**src/hw/rtl/vehist_pkg.sv**
```systemverilog
// Shared types and constants for the variable-edge histogram block.
// Used by every module under hw/rtl; depends on nothing else.
package vehist_pkg;

  // Histogram geometry.
  localparam int NUM_BINS    = 7;
  localparam int COUNT_BITS  = 16;
  localparam int NUM_BOUNDS  = 8;

  // Field widths fixed by the interface.
  localparam int SAMPLE_W    = 16;
  localparam int BOUND_W     = 16;
  localparam int BIN_W       = 3;
  localparam int OUT_COUNT_W = 16;

  // Configuration port.
  localparam int ADDR_W      = 5;
  localparam int DATA_W      = 32;
  localparam int REG_IDX_W   = 3;

  // Queue between the classifier and the counter stage.
  localparam int QUEUE_DEPTH = 4;
  localparam int QUEUE_PTR_W = $clog2(QUEUE_DEPTH);
  localparam int QUEUE_CNT_W = $clog2(QUEUE_DEPTH + 1);

  typedef logic signed [BOUND_W-1:0] bound_t;
  typedef bound_t [NUM_BOUNDS-1:0]   bound_bank_t;
  typedef logic [COUNT_BITS-1:0]     count_t;

  // Classification of one sample, carried through the queue.
  typedef struct packed {
    logic             hit;
    logic [BIN_W-1:0] bin;
  } class_t;

  // Reset values of the bin boundary registers.
  localparam bound_bank_t BOUND_RESET = '{
    16'sd24576, 16'sd16384, 16'sd8192, 16'sd0,
    -16'sd8192, -16'sd16384, -16'sd24576, -16'sd32768
  };

endpackage

```
**src/hw/rtl/vehist_front.sv**
```systemverilog
// Front stage: accepts samples and finds their bin against the boundary registers.
// Depends on vehist_pkg; pushes one classification per item into vehist_queue.
module vehist_front (
  input  logic                                     in_valid,
  output logic                                     in_stall,
  input  logic signed [vehist_pkg::SAMPLE_W-1:0]   sample,
  input  vehist_pkg::bound_bank_t                  bounds,
  input  logic                                     queue_full,
  output logic                                     push,
  output vehist_pkg::class_t                       push_data
);

  logic                               in_range;
  logic [vehist_pkg::BIN_W-1:0]       found;

  // The queue is the only thing that can hold the input back.
  assign in_stall = queue_full;
  assign push     = in_valid && !queue_full;

  // Range test against the outer boundaries.
  assign in_range = (sample >= bounds[0]) && (sample < bounds[vehist_pkg::NUM_BINS]);

  // Lowest bin whose upper boundary lies above the sample; all compares run in parallel.
  always_comb begin
    found = '0;
    for (int b = vehist_pkg::NUM_BINS - 1; b >= 0; b--) begin
      if (bounds[b+1] > sample) begin
        found = vehist_pkg::BIN_W'(b);
      end
    end
  end

  // Rejected samples carry bin zero.
  always_comb begin
    push_data.hit = in_range;
    push_data.bin = in_range ? found : '0;
  end

endmodule

```
**src/hw/rtl/vehist_queue.sv**
```systemverilog
// Short first-in first-out queue of classified items between front and back.
// Depends on vehist_pkg for the entry type and depth.
module vehist_queue (
  input  logic               clk,
  input  logic               rst,
  input  logic               push,
  input  vehist_pkg::class_t push_data,
  input  logic               pop,
  output vehist_pkg::class_t pop_data,
  output logic               not_empty,
  output logic               full
);

  vehist_pkg::class_t                    entries [vehist_pkg::QUEUE_DEPTH];
  logic [vehist_pkg::QUEUE_PTR_W-1:0]    head;
  logic [vehist_pkg::QUEUE_PTR_W-1:0]    tail;
  logic [vehist_pkg::QUEUE_CNT_W-1:0]    fill;

  assign not_empty = (fill != '0);
  assign full      = (fill == vehist_pkg::QUEUE_CNT_W'(vehist_pkg::QUEUE_DEPTH));
  assign pop_data  = entries[head];

  // Entry storage; no reset needed for payload.
  always_ff @(posedge clk) begin
    if (push) begin
      entries[tail] <= push_data;
    end
  end

  // Pointers and fill level.
  always_ff @(posedge clk) begin
    if (rst) begin
      head <= '0;
      tail <= '0;
      fill <= '0;
    end else begin
      if (push) begin
        tail <= tail + vehist_pkg::QUEUE_PTR_W'(1);
      end
      if (pop) begin
        head <= head + vehist_pkg::QUEUE_PTR_W'(1);
      end
      if (push && !pop) begin
        fill <= fill + vehist_pkg::QUEUE_CNT_W'(1);
      end else if (pop && !push) begin
        fill <= fill - vehist_pkg::QUEUE_CNT_W'(1);
      end
    end
  end

endmodule

```
**src/hw/rtl/vehist_back.sv**
```systemverilog
// Back stage: updates the saturating bin counters and holds the result register.
// Depends on vehist_pkg; drains items from vehist_queue.
module vehist_back (
  input  logic                                 clk,
  input  logic                                 rst,
  input  logic                                 queue_not_empty,
  input  vehist_pkg::class_t                   queue_data,
  output logic                                 pop,
  output logic                                 out_valid,
  input  logic                                 out_stall,
  output logic                                 accepted,
  output logic [vehist_pkg::BIN_W-1:0]         bin_index,
  output logic [vehist_pkg::OUT_COUNT_W-1:0]   bin_count
);

  vehist_pkg::count_t counts [vehist_pkg::NUM_BINS];
  vehist_pkg::count_t count_sel;
  vehist_pkg::count_t count_next;
  logic               bump;

  // Take an item whenever the result register is empty or being emptied.
  assign pop  = queue_not_empty && (!out_valid || !out_stall);
  assign bump = pop && queue_data.hit;

  // Saturating increment of the addressed counter.
  always_comb begin
    count_sel  = counts[queue_data.bin];
    count_next = (count_sel == '1) ? count_sel : count_sel + vehist_pkg::COUNT_BITS'(1);
  end

  // Counter bank, cleared at reset.
  always_ff @(posedge clk) begin
    if (rst) begin
      for (int b = 0; b < vehist_pkg::NUM_BINS; b++) begin
        counts[b] <= '0;
      end
    end else if (bump) begin
      counts[queue_data.bin] <= count_next;
    end
  end

  // Result valid flag.
  always_ff @(posedge clk) begin
    if (rst) begin
      out_valid <= 1'b0;
    end else if (pop) begin
      out_valid <= 1'b1;
    end else if (!out_stall) begin
      out_valid <= 1'b0;
    end
  end

  // Result payload; a rejected item reports zero bin and count.
  always_ff @(posedge clk) begin
    if (pop) begin
      accepted  <= queue_data.hit;
      bin_index <= queue_data.hit ? queue_data.bin : '0;
      bin_count <= queue_data.hit ? vehist_pkg::OUT_COUNT_W'(count_next) : '0;
    end
  end

endmodule

```
**src/hw/rtl/variable_edge_histogram_core.sv**
```systemverilog
// Histogram with programmable bin boundaries: top level with the register port.
// Throughput: one item per cycle unless stalled, set by the single counter update
// in the back stage. Items pass through a queue entry and then the result register.
// A four-entry queue between classifier and counters lets input and output stall apart.
// Reset (synchronous, active high) clears all bin counts and restores the boundaries.
// Depends on vehist_pkg, vehist_front, vehist_queue and vehist_back.
module variable_edge_histogram_core (
  input  logic                                     clk,
  input  logic                                     rst,
  input  logic                                     psel,
  input  logic                                     penable,
  input  logic                                     pwrite,
  input  logic [vehist_pkg::ADDR_W-1:0]            paddr,
  input  logic [vehist_pkg::DATA_W-1:0]            pwdata,
  output logic [vehist_pkg::DATA_W-1:0]            prdata,
  output logic                                     pready,
  input  logic                                     in_valid,
  output logic                                     in_stall,
  input  logic signed [vehist_pkg::SAMPLE_W-1:0]   sample,
  output logic                                     out_valid,
  input  logic                                     out_stall,
  output logic                                     accepted,
  output logic [vehist_pkg::BIN_W-1:0]             bin_index,
  output logic [vehist_pkg::OUT_COUNT_W-1:0]       bin_count
);

  vehist_pkg::bound_bank_t             bounds;
  logic [vehist_pkg::REG_IDX_W-1:0]    reg_idx;
  logic                                reg_write;
  logic                                push;
  vehist_pkg::class_t                  push_data;
  logic                                pop;
  vehist_pkg::class_t                  pop_data;
  logic                                queue_not_empty;
  logic                                queue_full;

  // Register port: word-aligned, always ready.
  assign pready    = 1'b1;
  assign reg_idx   = paddr[vehist_pkg::ADDR_W-1:2];
  assign reg_write = psel && penable && pwrite && pready;
  assign prdata    = vehist_pkg::DATA_W'(bounds[reg_idx]);

  // Boundary registers.
  always_ff @(posedge clk) begin
    if (rst) begin
      bounds <= vehist_pkg::BOUND_RESET;
    end else if (reg_write) begin
      bounds[reg_idx] <= pwdata[vehist_pkg::BOUND_W-1:0];
    end
  end

  vehist_front u_front (
    .in_valid   (in_valid),
    .in_stall   (in_stall),
    .sample     (sample),
    .bounds     (bounds),
    .queue_full (queue_full),
    .push       (push),
    .push_data  (push_data)
  );

  vehist_queue u_queue (
    .clk       (clk),
    .rst       (rst),
    .push      (push),
    .push_data (push_data),
    .pop       (pop),
    .pop_data  (pop_data),
    .not_empty (queue_not_empty),
    .full      (queue_full)
  );

  vehist_back u_back (
    .clk             (clk),
    .rst             (rst),
    .queue_not_empty (queue_not_empty),
    .queue_data      (pop_data),
    .pop             (pop),
    .out_valid       (out_valid),
    .out_stall       (out_stall),
    .accepted        (accepted),
    .bin_index       (bin_index),
    .bin_count       (bin_count)
  );

endmodule

```
**config.mk**
```make
export PLATFORM = sky130hd
export DESIGN_NAME = variable_edge_histogram_core
export DESIGN_NICKNAME = d
export VERILOG_FILES = /design/src/hw/rtl/vehist_pkg.sv /design/src/hw/rtl/vehist_front.sv /design/src/hw/rtl/vehist_queue.sv /design/src/hw/rtl/vehist_back.sv /design/src/hw/rtl/variable_edge_histogram_core.sv
export SDC_FILE = /design/constraint.sdc
export NUM_CORES = 1
export LEC_CHECK = 0
export BUFFER_PORTS_ARGS = -buffer_cell sky130_fd_sc_hd__buf_2
export CAP_MARGIN = 0
export CORE_UTILIZATION = 30
export DETAILED_ROUTE_END_ITERATION = 6
export GPL_ROUTABILITY_DRIVEN = 0
export PLACE_DENSITY = 0.55
export RECOVER_POWER = 50
export SLEW_MARGIN = 20
export SYNTH_ARGS = -nofsm -noshare
export SYNTH_HDL_FRONTEND = slang
export SYNTH_SLANG_ARGS = --single-unit
```
**constraint.sdc**
```tcl
create_clock -name clk -period 5.65 [get_ports clk]
set_clock_uncertainty 0.15 [all_clocks]
set_input_delay 0.8475 -clock clk [delete_from_list [all_inputs] [get_ports clk]]
set_output_delay 0.8475 -clock clk [all_outputs]
set_load 0.05 [all_outputs]
```
* Word level (Yosys, flattened, before mapping) *
Memory sizes are Yosys's and may differ from the RTL's. A register that Yosys moved wholly into a read port is not among the register bits.
Index checks and enable logic that the tools add are counted.

cells by class
  add/subtract/negate cells = 5
  magnitude comparators = 11
  equality and inequality tests = 3
  muxes and demuxes = 30
  reduce and logical (&&, ||, !) cells = 18

operators with widths
  operator                                                           number
  bitwise mux 128 bit                                                1
  > comparator 16 bit                                                7
  two-way mux 16 bit                                                 4
  binary-select mux 16 bit (select 3 bit)                            1
  demux 16 bit (select 3 bit)                                        1
  two-way mux 3 bit                                                  11
  adder 16 x 1 -> 16 bit, second input constant                      1
  == test 16 bit, second input constant                              1
  greater-or-equal comparator 16 bit                                 1
  less-than comparator 16 bit                                        1
  OR reduction 16 bit                                                1
  two-way mux 1 bit                                                  10
  logical AND 1 bit                                                  9
  logical NOT 1 bit                                                  5
  adder 2 x 1 -> 2 bit, second input constant                        2
  less-than comparator 3 x 4 -> 1 bit, second input constant         1
  two-way mux 2 bit                                                  2
  adder 3 x 1 -> 3 bit, second input constant                        1
  == test 3 bit, second input constant                               1
  greater-or-equal comparator 3 x 1 -> 1 bit, second input constant  1
  nonzero test 3 bit                                                 1
  subtractor 3 x 1 -> 3 bit, second input constant                   1
  != test 2 x 1 -> 1 bit, second input constant                      1
  nonzero test 2 bit                                                 1
  logical OR 1 bit                                                   1

storage, ports and cells
  register bits after elaboration = 156
  memory bits (writable) = 128
  input bits = 60
  memories kept = 2

memory list
  name             words  width  read ports  clocked after memory_dff  write ports  line                source
  u_back.counts    7      16     1           0                         7            vehist_back.sv:16   vehist_pkg::count_t counts [vehist_pkg::NUM_BINS];
  u_queue.entries  4      4      1           1                         1            vehist_queue.sv:14  vehist_pkg::class_t entries [vehist_pkg::QUEUE_DEPTH];

* Longest topological paths before layout *
Gate-level depths: netlist of the first run.

  word-level depth = 9
  depth in mapped cells = 15
  depth with buffers taken out = 11

* By module *
From an unflattened synthesis of the first run, not the netlist that was laid out.

unflattened totals
  cell total of the unflattened synthesis = 1,582
  area, all modules = 16,761.1 sq um

modules (own cells, without submodules)
  module                        times used  cells an instance  area an instance (sq um)
  vehist_back                   1           460                6,610.1
  variable_edge_histogram_core  1           679                6,090.8
  vehist_front                  1           379                3,042.9
  vehist_queue                  1           64                 1,017.2

* Worst setup path after synthesis of the first run *
Ideal clock, no wire load.

  path kind = input to register
  from = input port out_stall
  to = memory u_back.counts[7][0] (netlist bit) (enable)
  setup time = 430 ps
  arrival time = 4,141 ps
  slack = 929 ps
  stages on the path = 3
  buffers on the path = 0
  path through = a21oi_1 > nand2_1 > nor4_1

RTL lines
  element          line                                source
  start, declared  variable_edge_histogram_core.sv:21  input logic out_stall,
  end, declared    vehist_back.sv:16

==> impl_metrics.yaml, run 1 <==
yosys:
  syn_area_um2: 16400
  synth_xor_area_share_pct: 0.778
  synthMuxAreaShare_pct: 6.31
  netlist-cell-type-count: 77
  ys.flop_type: "dfxtp_1"
  yosysWarnings: 0
  ys_ff_latch: 302
  synth_area_per_cell_um2: 9.51
  ys_seq_area_share_pct: 45.9
  synth-edff-count: 148
  synth_nets: 1919
  synth_top_area_share_pct: 27.1
  synthAdderAreaFrac_pct: 10.3
  synth_compound_area_share_pct: 13.4
  synth_most_common_cell: "nand2_1"
  synth_top_family_by_area: "simple AND/OR/NAND/NOR gates"
  synthSimpleGateAreaFrac_pct: 17.9
  ys_async_sr_fraction_pct: 0
  synth.largest_area_cell: "edfxtp_1"
  synthTopCellsByArea: "edfxtp_1 27%, dfxtp_1 19%, ha_1 10%"
  syn_inst: 1725
  synth_common_cells: "310 x nand2_1, 156 x a21oi_1, 154 x dfxtp_1"
cells_and_area:
  area_growth_pct: 12.4
  fin_util_pct: 34.2
  final_area_um2: 18400
  nets: 1957
  layout-drive-gt1-share_pct: 10.4
  layout.cells.non_filler: 2489
floorplan:
  fp.dieArea_um2: 55600
  fp.dieW_um: 236
  io-pin-count: 115
  num_rows: 85
  start_util_pct: 30.4
  coreArea_um2: 53900
  fp.dieH_um: 236
power:
  power.share.sequential_pct: 36.9
  ir_drop_mv: 0.196
  p_int_uw: 4570
  swShare_pct: 36.9
  comb_power_share_pct: 31.3
  p_switching_uw: 2670
  p_clk_share_pct: 31.7
  leakagePower_uw: 0.00712
  powerDensity_nw_per_um2: 393
routing:
  drt_iter0_markers: 978
  wl_per_cell_um: 19.1
  wl_met1_mm: 21.2
  top_layer_used: "met4"
  drtPass1Iterations: 5
  vias: 12937
  routed-wl-met3_mm: 3.31
  totalWireLength_mm: 47.6
  post-route-drc-count: 0
  wl_met2_mm: 21.9
  ant_nets: 0
  via_per_inst: 5.20
cts:
  cts_resized: 0
  clk_path_buf_depth: 3
  clk_pin_slew_ps: 60
  postCtsSetupBuffers: 0
  clock-sinks: 302
  cts_root_buf: "clkbuf_16"
  htreeDepth: 2
  clkLatencyLatePin_ps: 560
  postCtsHoldBufs: 0
  cts_made_buffers: 36
  cts_tree: "done"
sta:
  fmax_mhz: 202
  finalCritPeriodShare_pct: 87.8
  hold_viol: 0
  rsz0062_at_grt: "no"
  setup_viol: 0
  min_period_ps: 4960
  drv_slew: 100
  slew_headroom_pct: -167
  worst-slew-pin-transition_ps: 4010
  tns_ps: 0
  hold-worst-slack_ps: 320
worst_setup_path:
  cpPeakStageDelay_ps: 2840
  required_ps: 5650
  crit_type: "in -> reg"
  critPathArrivalTime_ps: 4970
  worstPathMaxFanout: 74
  cp-start-kind: "input port"
  worst_setup_path_end_kind: "register"
  path_cells: "buf_4, clkbuf_1, nand2b_1"
  crit_slowest_cell: "clkbuf_1"
placed_design:
  placed_cells: 2421
  dp_hpwl_mm: 33.4
  io_buffers: 95
  placed_cell_area_um2: 17300
grt:
  grt_use_total_pct: 17.0
  antenna_found_initial: 2
  grt_max_degree: 78
  grt_first_pass_wirelength_mm: 73.4
  grt_pass1_vias: 12716
  grt_overflow: 0
outcome:
  violations: "max-capacitance violations, max-slew violations"
  status: "complete, but fails checks"
run:
  maxCapViolations: 2
worst_hold_path:
  hold_path_class: "reg -> reg"
## worst max-delay path, delay by kind of cell
kind	cells	cell delay [ps]
and+or+nand+nor	1	1050
buffers and inverters	2	3040
## state kept, by name, indices dropped and copies added (netlist names), 2 cells and up, named ones only
| name | cells |
|---|---|
| u_queue.fill | 3 |
| u_back.bin_count | 16 |
| u_queue.head | 2 |
| u_queue.tail | 2 |
| u_back.counts | 128 |
| u_queue.entries | 16 |
| bounds | 128 |
| u_back.bin_index | 3 |
## per-stage QoR
step,setup WS (ps),total power (µW)
6_report,687,7250
5_1_grt,470,7600
4_1_cts,1070,7350
3_5_place_dp,1090,5020
3_3_place_gp,1130,4990
2_1_floorplan,929,4450
## power by group through the flow
stage	clock network (µW)	registers [µW]	logic [µW]
2_1_floorplan	0	2970	1480
3_3_place_gp	0	2710	2280
3_5_place_dp	0	2720	2300
4_1_cts	2360	2680	2310
5_1_grt	2440	2700	2460
6_report	2300	2680	2270
## area by class of cell
class | instances | area [µm²]
diodes | 2 | 5.00
clock buffers | 49 | 990
clock inverters | 17 | 169
fillers | 5441 | 35500
inverters | 70 | 263
multi-input cells | 1234 | 8010
flip-flops and latches | 302 | 7530
well taps | 696 | 871
repair buffers | 119 | 608
## routing by layer
layer	GRT usage, %	vias to the layer above
met5	0	-
met4	5.35	0
met3	3.10	73
met2	27.9	459
met1	22.6	6229
li1	-	6176
## kinds of logic after synthesis
kind of cell               Yosys count
xor gates and xnor gates            12
and+or+nand+nor                    640
muxes                               92
buffers and inverters              189
AOI/OAI and AO/OA                  355
adders and majority gates          134
other                                1
DFF                                302
## cells in the final DEF (no fill, tap or decap), drive strengths merged, types with 10 or more instances in the layout
cell / instances
nor2b: 18
ha: 133
a22oi: 69
nor3: 17
clkinv: 12
o22ai: 10
buf: 91
o21ai: 40
and2: 18
nand3: 16
edfxtp: 148
mux2i: 79
a21oi: 157
nand4: 36
inv: 72
nand3b: 26
nand2b: 14
dfxtp: 154
clkbuf: 77
nand2: 310
nor2: 153
o21a: 12
a21o: 26
## path summary, 6_finish.rpt
path              slack [ps]  startpoint  cells past startpoint                   end
setup reg to reg        1070    register                     11  u_back.bin_count[14]
setup / recovery         690         rst                      3  u_back.counts[0][12]
hold reg to reg          320  bounds[80]                      2            bounds[80]
hold / removal           320  bounds[80]                      2            bounds[80]
Note: power is estimated with default switching activity, not from simulation.
==> run 2, diff against run 1 <==
Settings changed: BUFFER_PORTS_ARGS -buffer_cell sky130_fd_sc_hd__buf_2 to -buffer_cell sky130_fd_sc_hd__clkbuf_2, CELL_PAD_IN_SITES_DETAIL_PLACEMENT set to 1, CELL_PAD_IN_SITES_GLOBAL_PLACEMENT set to 1, PLACE_DENSITY 0.55 to 0.65.
==> run 2 against run 1 <==
Net effect:
- the run still ends with max-capacitance violations, max-slew violations left
- global-route usage up 1.3 points
- non-clock buffer count down 4
- sequential share of layout area about the same
==> impl_metrics.yaml, run 2 (synthesis gave the netlist of run 1 again) <==
sta:
  setup_viol: 0
  fmax_mhz: 210
  finalCritPeriodShare_pct: 84.2
  tns_ps: 0
  hold-worst-slack_ps: 322
  setup_ws_ps: 890
  min_period_ps: 4760
  slew_headroom_pct: -44.4
  rsz0062_at_grt: "no"
  worst-slew-pin-transition_ps: 2170
  hold_viol: 0
  drv_slew: 130
cells_and_area:
  top_regs: "bounds (128), u_back.counts (128)"
  layout_common_cells: "310 x nand2_1, 155 x a21oi_1, 154 x dfxtp_1, 149 x nor2_1, 148 x edfxtp_1"
  layout-drive-gt1-share_pct: 9.11
  nets: 1954
  layout_commonest_cell: "nand2_1"
  layout.cells.non_filler: 2485
  area_growth_pct: 12.4
  n_antenna_cell: 0
  fillers: 6171
worst_hold_path:
  hold_path_class: "reg -> reg"
placed_design:
  placed_cells: 2417
  place_ws_ps: 883
  io_buffers: 95
  dp_hpwl_mm: 36.4
cts:
  clock-sinks: 302
  cts_made_buffers: 37
  clk_pin_slew_ps: 60
  cts_tree: "done"
  postCtsSetupBuffers: 0
  postCtsHoldBufs: 0
  htreeDepth: 2
  cts_resized: 0
  clk_path_buf_depth: 3
  clkLatencyLatePin_ps: 570
  cts_root_buf: "clkbuf_16"
worst_setup_path:
  cp-start-kind: "register"
  crit_type: "reg -> reg"
  critPathArrivalTime_ps: 4860
  required_ps: 5750
  worstPathMaxFanout: 31
  worst_setup_path_end_kind: "register"
routing:
  vias: 13017
  post-route-drc-count: 0
  ant_nets: 0
  drtPass1Iterations: 5
  via_per_inst: 5.24
  drt_iter0_markers: 646
  totalWireLength_mm: 51.3
  wl_per_cell_um: 20.6
power:
  p_int_uw: 4680
  power.share.sequential_pct: 36.2
  powerDensity_nw_per_um2: 402
  p_clk_share_pct: 32.6
  swShare_pct: 36.9
  comb_power_share_pct: 31.2
  p_switching_uw: 2730
  ir_drop_mv: 0.187
  leakagePower_uw: 0.00704
floorplan:
  num_rows: 85
  coreArea_um2: 53900
  fp.dieH_um: 236
  io-pin-count: 115
  fp.dieArea_um2: 55600
  start_util_pct: 30.4
  fp.dieW_um: 236
grt:
  grt_first_pass_wirelength_mm: 79.0
  antenna_found_initial: 0
  grt_pass1_vias: 13571
  met3_usage_pct: 2.80
  grt_max_degree: 97
  grt_use_total_pct: 18.3
  grt_overflow: 0
  top_usage_layer: "met2"
  met1_usage_pct: 23.7
  grtUsageMet2_pct: 31.4
outcome:
  status: "complete, but fails checks"
  violations: "max-capacitance violations, max-slew violations"
run:
  maxCapViolations: 3
-- run 2: cell count changes in the layout (fill, tap and decap cells not counted), moves of 6 or more --
cell / change
and2_1: -6
clkbuf_1: +21
clkbuf_2: +57
buf_4: -8
and2_0: +6
clkinv_2: -7
buf_2: -72
-- run 2: power by group through the flow --
stage          sequential (µW)  clock, µW  combinational (µW)
2_1_floorplan             2970          0                1480
3_3_place_gp              2710          0                2300
3_5_place_dp              2730          0                2350
4_1_cts                   2680       2480                2360
5_1_grt                   2710       2570                2490
6_report                  2680       2420                2310
-- run 2: stage by stage --
| stage | cell area [µm²] | util (%) | total power (µW) |
|---|---|---|---|
| 2_1_floorplan | 16400 | - | 4450 |
| 3_3_place_gp | 17300 | 32.1 | 5010 |
| 3_5_place_dp | 17300 | 32.1 | 5080 |
| 4_1_cts | 18500 | 34.4 | 7530 |
| 5_1_grt | 18400 | 34.2 | 7770 |
| 6_report | 18400 | 34.2 | 7410 |
-- run 2: layout make-up --
type	instances	area [µm²]	area share, %
clock inverter	11	135	0.733
multi-input combinational	1234	8010	43.4
timing repair buffer	115	544	2.95
tap	696	871	4.72
clock buffer	57	1090	5.92
inverter	70	263	1.43
sequential	302	7530	40.8
-- run 2: path summary, 6_finish.rpt --
kind / startpoint / end / slack, ps / cells after the start
max: register / u_back.counts[7][5] / 890 / 10
min: u_back.counts[6][0] / u_back.counts[6][0] / 320 / 2
max reg2reg: register / u_back.counts[7][5] / 890 / 10
min reg2reg: u_back.counts[6][0] / u_back.counts[6][0] / 320 / 2
-- run 2: layer usage --
metal / vias up / share of wire, %
met5: - / 0
met4: 0 / 2.2
met1: 6490 / 46
met2: 296 / 47
met3: 77 / 4.8
li1: 6154 / -
-- run 2: worst max-delay path: stages, from the launching register on --
cell and delay [ps]:
dfxtp_1 540, mux4_2 960, buf_4 370, mux4_2 540, mux2_2 330, o31ai_1 170, nor2_2 180, nand4_4 220
nand2b_1 120, xnor2_1 700, nor2_1 140
